--- config.mk ---
export PLATFORM = sky130hd
export DESIGN_NAME = update_image_packet_receiver_top
export DESIGN_NICKNAME = d
export VERILOG_FILES = /design/src/rtl/uipr_pkg.sv /design/src/rtl/uipr_ram.sv /design/src/rtl/uipr_ctrl.sv /design/src/rtl/uipr_dp.sv /design/src/rtl/update_image_packet_receiver_top.sv
export SDC_FILE = /design/constraint.sdc
export NUM_CORES = 2
export LEC_CHECK = 0
export BUFFER_PORTS_ARGS = -buffer_cell sky130_fd_sc_hd__buf_2
export CAP_MARGIN = 30
export CORE_UTILIZATION = 50
export CTS_CLUSTER_DIAMETER = 50
export DETAILED_ROUTE_END_ITERATION = 6
export GPL_TIMING_DRIVEN = 0
export HOLD_SLACK_MARGIN = 0.02
export PLACE_DENSITY = 0.65
export REMOVE_ABC_BUFFERS = 1
export SYNTH_ARGS = -nofsm -noshare
export SYNTH_HDL_FRONTEND = slang
export SYNTH_SLANG_ARGS = --single-unit
--- constraint.sdc ---
create_clock -name clk -period 18.4 [get_ports clk]
set_clock_uncertainty 0.2 [all_clocks]
set_input_delay 4.6 -clock clk [delete_from_list [all_inputs] [get_ports clk]]
set_output_delay 4.6 -clock clk [all_outputs]
set_load 0.02 [all_outputs]
--- src/rtl/uipr_pkg.sv ---
package uipr_pkg;

  localparam logic [2:0] KIND_ACK     = 3'd0;
  localparam logic [2:0] KIND_NACK    = 3'd1;
  localparam logic [2:0] KIND_ERASE   = 3'd2;
  localparam logic [2:0] KIND_WORD    = 3'd3;
  localparam logic [2:0] KIND_VERSION = 3'd4;
  localparam logic [2:0] KIND_END     = 3'd5;
  localparam logic [2:0] KIND_ABORT   = 3'd6;

  localparam logic [2:0] ACT_NONE  = 3'd0;
  localparam logic [2:0] ACT_VER   = 3'd1;
  localparam logic [2:0] ACT_START = 3'd2;
  localparam logic [2:0] ACT_NACK  = 3'd3;
  localparam logic [2:0] ACT_CHUNK = 3'd4;
  localparam logic [2:0] ACT_EMPTY = 3'd5;
  localparam logic [2:0] ACT_END   = 3'd6;
  localparam logic [2:0] ACT_ABORT = 3'd7;

  localparam logic [1:0] MODE_IDLE = 2'd0;
  localparam logic [1:0] MODE_RECV = 2'd1;
  localparam logic [1:0] MODE_HALT = 2'd2;

  localparam logic [2:0] REG_START   = 3'd0;
  localparam logic [2:0] REG_CHUNK   = 3'd1;
  localparam logic [2:0] REG_END     = 3'd2;
  localparam logic [2:0] REG_ABORT   = 3'd3;
  localparam logic [2:0] REG_VERSION = 3'd4;
  localparam logic [2:0] REG_BANK    = 3'd5;

  localparam int HEADER_LEN = 5;
  localparam int START_LEN  = 7;
  localparam int STORE_EXTRA = 64;

  typedef struct packed {
    logic       emit;
    logic [2:0] kind;
    logic       last;
    logic       rd;
    logic       cap;
    logic       next_word;
    logic       commit;
  } cmd_t;

  typedef struct packed {
    logic [2:0] action;
    logic       busy;
    logic       k3;
    logic       words_done;
  } status_t;

  typedef struct packed {
    logic [7:0]  start_code;
    logic [7:0]  chunk_code;
    logic [7:0]  end_code;
    logic [7:0]  abort_code;
    logic [7:0]  version_code;
    logic [31:0] bank_base;
  } cfg_t;

endpackage

--- src/rtl/uipr_ram.sv ---
module uipr_ram #(
  parameter int WIDTH = 8,
  parameter int DEPTH = 192
) (
  input  logic                     clk,
  input  logic                     we,
  input  logic [$clog2(DEPTH)-1:0] waddr,
  input  logic [WIDTH-1:0]         wdata,
  input  logic [$clog2(DEPTH)-1:0] raddr,
  output logic [WIDTH-1:0]         rdata
);

  logic [WIDTH-1:0] mem [DEPTH];

  always_ff @(posedge clk) begin
    if (we) begin
      mem[waddr] <= wdata;
    end
    rdata <= mem[raddr];
  end

endmodule

--- src/rtl/uipr_ctrl.sv ---
module uipr_ctrl (
  input  logic                clk,
  input  logic                rst,
  input  logic                accept,
  input  uipr_pkg::status_t   status,
  output logic                in_ready,
  output uipr_pkg::cmd_t      cmd
);

  localparam logic [3:0] ST_IN    = 4'd0;
  localparam logic [3:0] ST_VER   = 4'd1;
  localparam logic [3:0] ST_ERASE = 4'd2;
  localparam logic [3:0] ST_ACK   = 4'd3;
  localparam logic [3:0] ST_NACK  = 4'd4;
  localparam logic [3:0] ST_CACK  = 4'd5;
  localparam logic [3:0] ST_RD    = 4'd6;
  localparam logic [3:0] ST_CAP   = 4'd7;
  localparam logic [3:0] ST_WORD  = 4'd8;
  localparam logic [3:0] ST_END   = 4'd9;
  localparam logic [3:0] ST_ABORT = 4'd10;

  logic [3:0] state;
  logic [3:0] state_next;

  assign in_ready = (state == ST_IN);

  always_comb begin
    state_next = state;
    cmd = '0;
    case (state)
      ST_IN: begin
        if (accept) begin
          case (status.action)
            uipr_pkg::ACT_VER:   state_next = ST_VER;
            uipr_pkg::ACT_START: state_next = ST_ERASE;
            uipr_pkg::ACT_NACK:  state_next = ST_NACK;
            uipr_pkg::ACT_CHUNK: state_next = ST_RD;
            uipr_pkg::ACT_EMPTY: state_next = ST_CACK;
            uipr_pkg::ACT_END:   state_next = ST_END;
            uipr_pkg::ACT_ABORT: state_next = ST_ABORT;
            default:             state_next = ST_IN;
          endcase
        end
      end
      ST_VER, ST_NACK, ST_END, ST_ABORT, ST_ACK: begin
        if (!status.busy) begin
          cmd.emit = 1'b1;
          cmd.last = 1'b1;
          case (state)
            ST_VER:  cmd.kind = uipr_pkg::KIND_VERSION;
            ST_NACK: cmd.kind = uipr_pkg::KIND_NACK;
            ST_END:  cmd.kind = uipr_pkg::KIND_END;
            ST_ABORT: cmd.kind = uipr_pkg::KIND_ABORT;
            default: cmd.kind = uipr_pkg::KIND_ACK;
          endcase
          state_next = ST_IN;
        end
      end
      ST_ERASE: begin
        if (!status.busy) begin
          cmd.emit = 1'b1;
          cmd.kind = uipr_pkg::KIND_ERASE;
          state_next = ST_ACK;
        end
      end
      ST_CACK: begin
        if (!status.busy) begin
          cmd.emit = 1'b1;
          cmd.kind = uipr_pkg::KIND_ACK;
          cmd.last = 1'b1;
          cmd.commit = 1'b1;
          state_next = ST_IN;
        end
      end
      ST_RD: begin
        cmd.rd = 1'b1;
        state_next = ST_CAP;
      end
      ST_CAP: begin
        cmd.cap = 1'b1;
        state_next = status.k3 ? ST_WORD : ST_RD;
      end
      ST_WORD: begin
        if (!status.busy) begin
          cmd.emit = 1'b1;
          cmd.kind = uipr_pkg::KIND_WORD;
          cmd.next_word = 1'b1;
          state_next = status.words_done ? ST_CACK : ST_RD;
        end
      end
      default: state_next = ST_IN;
    endcase
  end

  always_ff @(posedge clk) begin
    if (rst) begin
      state <= ST_IN;
    end else begin
      state <= state_next;
    end
  end

  a_accept_only_in: assert property (@(posedge clk) disable iff (rst)
    accept |-> state == ST_IN)
    else $error("item accepted while a packet is being worked on");

  a_cap_after_rd: assert property (@(posedge clk) disable iff (rst)
    cmd.cap |-> $past(cmd.rd))
    else $error("store byte captured without a read the cycle before");

  a_commit_acks: assert property (@(posedge clk) disable iff (rst)
    cmd.commit |-> cmd.emit && cmd.kind == uipr_pkg::KIND_ACK && cmd.last)
    else $error("chunk committed without its acknowledge");

endmodule

--- src/rtl/uipr_dp.sv ---
module uipr_dp #(
  parameter int STORE = 192
) (
  input  logic                clk,
  input  logic                rst,
  input  uipr_pkg::cfg_t      cfg,
  input  logic                accept,
  input  logic [7:0]          rx_byte,
  input  uipr_pkg::cmd_t      cmd,
  output uipr_pkg::status_t   status,
  output logic                m_tvalid,
  input  logic                m_tready,
  output logic [103:0]        m_tdata,
  output logic                m_tlast
);

  localparam int CW = $clog2(STORE + 1);
  localparam int AW = $clog2(STORE);

  logic [1:0]    mode;
  logic [CW-1:0] fill;
  logic [7:0]    xacc;
  logic [7:0]    hdr [5];
  logic [15:0]   nseq;
  logic [31:0]   wp;
  logic [31:0]   total;
  logic [CW-1:0] dlen;
  logic [CW-1:0] pos;
  logic [1:0]    k;
  logic [31:0]   wbuf;

  logic [2:0]    o_kind;
  logic [31:0]   o_addr;
  logic [31:0]   o_word;
  logic [31:0]   o_count;
  logic          o_last;

  logic          ram_we;
  logic [AW-1:0] ram_waddr;
  logic [AW-1:0] ram_raddr;
  logic [7:0]    ram_rdata;

  logic [CW-1:0] fill_n;
  logic [7:0]    xor_n;
  logic [7:0]    h_n [5];
  logic [15:0]   seq_n;
  logic [15:0]   len_n;
  logic          is_start;
  logic          chunk_zone;
  logic          chunk_done;
  logic          end_hit;
  logic          abort_hit;
  logic [2:0]    action;
  logic [CW:0]   idx;
  logic [CW:0]   rd_idx;
  logic [CW:0]   pos4;

  always_comb begin
    fill_n = fill + CW'(1);
    xor_n = xacc ^ rx_byte;
    for (int i = 0; i < 5; i++) begin
      h_n[i] = (fill == CW'(i)) ? rx_byte : hdr[i];
    end
    seq_n = {h_n[2], h_n[1]};
    len_n = {h_n[4], h_n[3]};
    is_start = (h_n[0] == cfg.start_code) && (fill_n == CW'(uipr_pkg::START_LEN));
    chunk_zone = !is_start && (h_n[0] == cfg.chunk_code) &&
                 (fill_n >= CW'(uipr_pkg::HEADER_LEN));
    chunk_done = chunk_zone && ({1'b0, len_n} + 17'd6 == 17'(fill_n));
    end_hit = !is_start && !chunk_zone && (rx_byte == cfg.end_code) && (fill_n <= CW'(2));
    abort_hit = !is_start && !chunk_zone && !end_hit && (rx_byte == cfg.abort_code);
    action = uipr_pkg::ACT_NONE;
    case (mode)
      uipr_pkg::MODE_IDLE: begin
        if (rx_byte != cfg.start_code && rx_byte == cfg.version_code) begin
          action = uipr_pkg::ACT_VER;
        end
      end
      uipr_pkg::MODE_RECV: begin
        if (is_start) begin
          action = (xor_n == 8'd0) ? uipr_pkg::ACT_START : uipr_pkg::ACT_NACK;
        end else if (chunk_done) begin
          if (xor_n == 8'd0 && seq_n == nseq) begin
            action = (len_n == 16'd0) ? uipr_pkg::ACT_EMPTY : uipr_pkg::ACT_CHUNK;
          end else begin
            action = uipr_pkg::ACT_NACK;
          end
        end else if (end_hit) begin
          action = uipr_pkg::ACT_END;
        end else if (abort_hit) begin
          action = uipr_pkg::ACT_ABORT;
        end
      end
      default: action = uipr_pkg::ACT_NONE;
    endcase
  end

  assign idx    = {1'b0, pos} + {{(CW - 1){1'b0}}, k};
  assign rd_idx = idx + (CW + 1)'(uipr_pkg::HEADER_LEN);
  assign pos4   = {1'b0, pos} + (CW + 1)'(4);

  assign ram_we = accept && ((mode == uipr_pkg::MODE_RECV) ||
                  (mode == uipr_pkg::MODE_IDLE && rx_byte == cfg.start_code));
  assign ram_waddr = (mode == uipr_pkg::MODE_RECV) ? fill[AW-1:0] : '0;
  assign ram_raddr = rd_idx[AW-1:0];

  uipr_ram #(.WIDTH(8), .DEPTH(STORE)) u_store (
    .clk   (clk),
    .we    (ram_we),
    .waddr (ram_waddr),
    .wdata (rx_byte),
    .raddr (ram_raddr),
    .rdata (ram_rdata)
  );

  assign status.action     = action;
  assign status.busy       = m_tvalid && !m_tready;
  assign status.k3         = (k == 2'd3);
  assign status.words_done = (pos4 >= {1'b0, dlen});

  always_ff @(posedge clk) begin
    if (rst) begin
      mode  <= uipr_pkg::MODE_IDLE;
      fill  <= '0;
      xacc  <= '0;
      nseq  <= '0;
      wp    <= '0;
      total <= '0;
    end else begin
      if (accept) begin
        case (mode)
          uipr_pkg::MODE_IDLE: begin
            if (rx_byte == cfg.start_code) begin
              mode <= uipr_pkg::MODE_RECV;
              fill <= CW'(1);
              xacc <= rx_byte;
            end
          end
          uipr_pkg::MODE_RECV: begin
            if (is_start || chunk_done) begin
              fill <= '0;
              xacc <= '0;
              if (action == uipr_pkg::ACT_START) begin
                wp    <= cfg.bank_base;
                total <= '0;
                nseq  <= '0;
              end
            end else if (end_hit) begin
              mode <= uipr_pkg::MODE_HALT;
              fill <= '0;
              xacc <= '0;
            end else if (abort_hit) begin
              mode <= uipr_pkg::MODE_IDLE;
              fill <= '0;
              xacc <= '0;
            end else if (fill_n == CW'(STORE)) begin
              fill <= '0;
              xacc <= '0;
            end else begin
              fill <= fill_n;
              xacc <= xor_n;
            end
          end
          default: mode <= mode;
        endcase
      end
      if (cmd.commit) begin
        wp    <= wp + 32'(dlen);
        total <= total + 32'(dlen);
        nseq  <= nseq + 16'd1;
      end
    end
  end

  always_ff @(posedge clk) begin
    if (accept) begin
      if (mode == uipr_pkg::MODE_IDLE) begin
        hdr[0] <= rx_byte;
      end else begin
        for (int i = 0; i < 5; i++) begin
          hdr[i] <= h_n[i];
        end
      end
      if (action == uipr_pkg::ACT_CHUNK || action == uipr_pkg::ACT_EMPTY) begin
        dlen <= len_n[CW-1:0];
        pos  <= '0;
        k    <= '0;
      end
    end
    if (cmd.cap) begin
      wbuf[8*k +: 8] <= (idx < {1'b0, dlen}) ? ram_rdata : 8'hFF;
      k <= k + 2'd1;
    end
    if (cmd.next_word) begin
      pos <= pos4[CW-1:0];
      k   <= '0;
    end
  end

  always_ff @(posedge clk) begin
    if (rst) begin
      m_tvalid <= 1'b0;
    end else if (cmd.emit) begin
      m_tvalid <= 1'b1;
    end else if (m_tready) begin
      m_tvalid <= 1'b0;
    end
  end

  always_ff @(posedge clk) begin
    if (cmd.emit) begin
      o_kind  <= cmd.kind;
      o_last  <= cmd.last;
      o_addr  <= (cmd.kind == uipr_pkg::KIND_ERASE) ? cfg.bank_base :
                 (cmd.kind == uipr_pkg::KIND_WORD) ? wp + 32'(pos) : 32'd0;
      o_word  <= (cmd.kind == uipr_pkg::KIND_WORD) ? wbuf : 32'd0;
      o_count <= (cmd.kind == uipr_pkg::KIND_END) ? total : 32'd0;
    end
  end

  assign m_tdata = {5'd0, o_count, o_word, o_addr, o_kind};
  assign m_tlast = o_last;

  a_no_overwrite: assert property (@(posedge clk) disable iff (rst)
    cmd.emit |-> !(m_tvalid && !m_tready))
    else $error("result register overwritten before it was taken");

  a_fill_range: assert property (@(posedge clk) disable iff (rst)
    fill < CW'(STORE))
    else $error("fill count outside the packet store");

  a_seq_step: assert property (@(posedge clk) disable iff (rst)
    cmd.commit |=> nseq == $past(nseq) + 16'd1)
    else $error("sequence number did not advance on commit");

endmodule

--- src/rtl/update_image_packet_receiver_top.sv ---
// Firmware-update packet receiver: one serial byte per input item, results as
// erase, flash-word, ack/nack, version, end and abort items. An accepted
// chunk is read back through the single-byte read port of the packet store:
// each payload byte is read and then captured, and each group of four bytes
// is then emitted as one word. Every result waits while the output register
// is still full. No new byte is taken until the last result of the current
// one has been loaded into the output register.
module update_image_packet_receiver_top #(
  parameter int MAX_PAYLOAD = 128
) (
  input  logic         clk,
  input  logic         rst,
  input  logic         s_tvalid,
  output logic         s_tready,
  input  logic [7:0]   s_tdata,   // rx_byte
  output logic         m_tvalid,
  input  logic         m_tready,
  output logic [103:0] m_tdata,   // kind[2:0], address, word, byte_count, zero fill
  output logic         m_tlast,
  input  logic         cfg_we,
  input  logic [2:0]   cfg_index,
  input  logic [31:0]  cfg_data
);

  localparam int STORE = MAX_PAYLOAD + uipr_pkg::STORE_EXTRA;

  uipr_pkg::cfg_t    cfg;
  uipr_pkg::cmd_t    cmd;
  uipr_pkg::status_t status;
  logic              accept;

  assign accept = s_tvalid && s_tready;

  always_ff @(posedge clk) begin
    if (rst) begin
      cfg.start_code   <= 8'hAA;
      cfg.chunk_code   <= 8'hBB;
      cfg.end_code     <= 8'hCC;
      cfg.abort_code   <= 8'hDD;
      cfg.version_code <= 8'hEE;
      cfg.bank_base    <= 32'd0;
    end else if (cfg_we) begin
      case (cfg_index)
        uipr_pkg::REG_START:   cfg.start_code   <= cfg_data[7:0];
        uipr_pkg::REG_CHUNK:   cfg.chunk_code   <= cfg_data[7:0];
        uipr_pkg::REG_END:     cfg.end_code     <= cfg_data[7:0];
        uipr_pkg::REG_ABORT:   cfg.abort_code   <= cfg_data[7:0];
        uipr_pkg::REG_VERSION: cfg.version_code <= cfg_data[7:0];
        uipr_pkg::REG_BANK:    cfg.bank_base    <= cfg_data;
        default: ;
      endcase
    end
  end

  uipr_ctrl u_ctrl (
    .clk      (clk),
    .rst      (rst),
    .accept   (accept),
    .status   (status),
    .in_ready (s_tready),
    .cmd      (cmd)
  );

  uipr_dp #(.STORE(STORE)) u_dp (
    .clk      (clk),
    .rst      (rst),
    .cfg      (cfg),
    .accept   (accept),
    .rx_byte  (s_tdata),
    .cmd      (cmd),
    .status   (status),
    .m_tvalid (m_tvalid),
    .m_tready (m_tready),
    .m_tdata  (m_tdata),
    .m_tlast  (m_tlast)
  );

endmodule
==> results.py <==
metrics = {
    "floorplan": {
        "die_height_um": 399.7,
        "initial_utilization_pct": 50.51,
        "fp.coreArea_um2": 156600,
        "die_x_um": 399.7,
        "fp.dieArea_um2": 159800,
        "ioPinCount": 155,
        "rows": 145,
    },
    "setup_path": {
        "crit_path_cell_trace": "buf_8, buf_16, inv_1, a2111oi_0, mux2i_1, or4_1, or4_1, a211oi_2, nor4b_1, buf_2, a31oi_1, o311ai_0",
        "crit_top_cell": "or4_1",
        "max_stage_delay_ns": 0.83,
        "cp_slowest_cell": "a211oi_2",
        "start_kind": "input pin",
        "path_max_fanout": 113,
        "critical_path.top_delay_family": "simple AND/OR/NAND/NOR gates",
        "reg2reg_to": "u_dp.xacc[4]",
        "timing.rr.start": "u_dp.fill[0]",
        "endpoint_kind": "flip-flop",
        "cp_data_arrival_time_ns": 9.90,
        "crit_buf_inv": 4,
        "reg2reg_slack_ns": 12.05,
        "critical_path_class": "in2reg",
        "critPathRequiredTime_ns": 18.90,
        "worst-r2r-cell-count": 14,
    },
    "placed_design": {
        "dp_hpwl_mm": 116.4,
        "portBuffers": 149,
        "dp_cells": 6685,
        "post-place-ws_ns": 8.270,
        "place_congestion": 0.8690,
    },
    "logic_synthesis": {
        "ys_ff_latch": 1907,
        "synth_xor_area_share_pct": 1.475,
        "yosysSeqAreaShare_pct": 70.07,
        "syn_inst": 4673,
        "synth_top_family_by_area": "multiplexers",
        "synth-adder-area-share_pct": 0.8670,
        "synth-edff-count": 1722,
        "yosysWarnings": 0,
        "syn_area_um2": 79080,
        "syn_avg_cell_area_um2": 16.92,
        "yosysMostFrequentCell": "edfxtp_1",
        "synth_compound_area_share_pct": 3.916,
        "synth_cell_types": 82,
        "async_reset_ff_share_pct": 0,
        "muxShareOfSynthArea_pct": 15.03,
        "synth_commonest_cells": "edfxtp_1, mux4_2, nand2_1, nor2_1, clkbuf_1",
        "yosys.area_share.simple_pct": 6.802,
        "synth_ff_type": "edfxtp_1",
        "yosys.area.top_type_share_pct": 65.39,
        "yosys.area.top_type": "edfxtp_1",
        "synth.area.top_cells": "edfxtp_1, mux4_2, dfxtp_1",
    },
    "route": {
        "avgRoutedWirePerCell_um": 26.39,
        "routed_via_density": 6.070,
        "wirelength_mm": 186.0,
        "drc": 0,
        "num_vias": 42790,
        "detail-route-antenna-nets": 0,
        "drt-initial-drc-count": 4432,
        "drtPass1Iterations": 6,
    },
    "grt": {
        "track_usage_pct": 23.44,
        "grt_pass1_vias": 42380,
        "antenna_found_initial": 3,
        "use_met3_pct": 3.641,
        "grt_first_pass_wirelength_mm": 277.1,
        "grt-busiest-layer": "met2",
        "grt-ovfl-total": 0,
        "use_met2_pct": 38.16,
        "grt_max_degree": 157,
        "use_met1_pct": 33.29,
    },
    "hold_path": {
        "hold_path_startpoint": "cfg[23]",
        "hold-path-endpoint": "cfg[23]",
        "hp-class": "reg2reg",
        "min_delay_path_depth": 2,
    },
    "sta": {
        "worst_pin_slew_ns": 0.9906,
        "totalNegativeSetupSlack_ns": 0,
        "rsz0062_at_grt": "no",
        "period_needed_ns": 9.404,
        "drv_slew": 0,
        "fin_ws_ns": 8.996,
        "final.period_utilization_pct": 51.11,
        "fmax_ghz": 0.1063,
        "setup_viol": 0,
        "slew_headroom_pct": 33.72,
        "hold_violations": 0,
    },
    "final_layout": {
        "utilization_pct": 57.31,
        "final_cells": 7049,
        "nets": 4933,
        "areaGrowthSynthToFinish_pct": 13.46,
        "drive_gt1_share_pct": 22.12,
        "diodes": 0,
    },
    "pwr": {
        "power_density_nw_per_um2": 97.01,
        "ir_drop_mv": 0.1076,
        "cellLeakagePower_uw": 0.02817,
    },
    "clock_network": {
        "cts-root-buf": "clkbuf_16",
        "cts_buffers": 200,
        "postCtsSetupRepairBufs": 0,
        "cts_tree": "built",
        "clockBufferDepth": 3,
        "clk_pin_slew_ns": 0.06,
        "cts.sinks": 1907,
        "worstSkewPairLatency_ns": 0.81,
        "cts_resized": 0,
        "postCtsHoldBufs": 0,
        "cts_max_level": 4,
    },
    "flow_run": {
        "drv_cap": 0,
    },
    "status": {
        "status": "completed",
    },
}
-- report_power, final --
group | switching, µW | leakage (µW) | total [µW] | internal [µW]
registers | 5.40 | 0.0170 | 4720 | 4720
clock network | 1680 | 0.00304 | 3860 | 2180
logic | 101 | 0.00816 | 127 | 26.5
-- registers in the layout (all words and copies together) (netlist names), 8 cells and up --
| signal | cells |
|---|---|
| u_dp.xacc | 8 |
| u_dp.o_addr | 32 |
| cfg | 72 |
| u_dp.hdr | 40 |
| u_dp.wp | 32 |
| u_dp.dlen | 8 |
| u_dp.o_count | 32 |
| u_dp.u_store.rdata | 8 |
| u_dp.o_word | 32 |
| u_dp.nseq | 16 |
| u_dp.wbuf | 32 |
| u_dp.u_store.mem | 1536 |
| u_dp.fill | 8 |
| u_dp.total | 32 |
-- cells in the final DEF, fill, tap and decap left out, types with 18 or more instances in the layout --
| cell | Yosys | layout |
|---|---|---|
| nand2_1 | 333 | 333 |
| and3_1 | 70 | 70 |
| edfxtp_1 | 1722 | 1722 |
| dfxtp_1 | 185 | 183 |
| clkbuf_1 | 231 | 54 |
| and2_1 | 52 | 52 |
| a211oi_1 | 19 | 18 |
| buf_16 | 0 | 46 |
| mux2_2 | 44 | 44 |
| a21oi_1 | 186 | 185 |
| xor2_1 | 56 | 56 |
| inv_1 | 71 | 70 |
| nand3_1 | 112 | 109 |
| clkbuf_16 | 0 | 204 |
| clkinv_1 | 0 | 35 |
| nor3_1 | 56 | 52 |
| nor4_1 | 30 | 26 |
| xnor2_1 | 72 | 68 |
| clkinv_2 | 0 | 24 |
| a31oi_1 | 29 | 28 |
| ha_1 | 50 | 49 |
| buf_2 | 3 | 142 |
| mux2i_1 | 40 | 40 |
| nor2b_1 | 32 | 32 |
| o21ai_0 | 103 | 102 |
| mux4_2 | 488 | 488 |
| nand4_1 | 36 | 36 |
| nor2_1 | 329 | 325 |
| or3_1 | 19 | 19 |
| buf_8 | 0 | 39 |
-- cell type report --
| class | count | area, µm² |
|---|---|---|
| timing repair buffer | 254 | 2844 |
| multi-input combinational | 2398 | 22380 |
| tap | 2058 | 2575 |
| clock inverter | 101 | 910.9 |
| clock buffer | 260 | 5335 |
| fill | 11710 | 66840 |
| sequential | 1907 | 55420 |
| inverter | 71 | 266.5 |
-- worst max-delay path by stage --
stage               slack, ns       endpoint  startpoint  cells past startpoint
floorplan               -9.63  u_dp.wbuf[10]   u_dp.k[0]                      4
global placement       -25.43  u_dp.wbuf[12]   u_dp.k[0]                      4
detailed placement       8.27   u_dp.xacc[4]  s_tdata[3]                     12
CTS                      9.13   u_dp.xacc[1]  s_tdata[3]                     12
global route             8.69   u_dp.xacc[6]  s_tdata[3]                     12
finish                   9.00   u_dp.xacc[6]  s_tdata[3]                     12
-- metal layers --
layer	routed length [µm]	part of all wire, %
met4	4134	2.2
met5	13	0.0070
met1	79340	43
met2	91110	49
met3	11430	6.1
-- worst reg2reg max path, stage by stage, from the launching register on --
cell	delay, ns
dfxtp_1	0.61
ha_1	0.54
nor3b_1	0.77
nand2_1	0.58
mux2i_1	0.53
ha_1	0.35
xnor2_1	0.11
xnor2_1	0.43
mux2i_1	0.15
mux2i_1	0.18
mux2i_1	0.19
nand3_1	0.14
or2_1	0.62
nand3_1	0.43
o311ai_0	0.43
-- per-stage QoR --
step                hold slack [ns]  total power (µW)  cell area (µm²)
finish                       0.2717              8705            89730
global placement             0.2534              4940            81230
floorplan                    0.2420              4840            77910
global route                 0.2912              8925            89730
CTS                          0.2723              8762            89680
detailed placement           0.2657              4940            83430
-- logic make-up (layout without fill, tap and decap cells) --
| group | count (synthesis) | count (layout) |
|---|---|---|
| compound gates | 497 | 497 |
| buf+inv | 372 | 686 |
| simple gates | 1141 | 1141 |
| fa+ha+maj | 53 | 53 |
| flops | 1907 | 1907 |
| other cells | 1 | 5 |
| xor+xnor | 130 | 130 |
| mux | 572 | 572 |
Power figures use the tool's default switching activity.
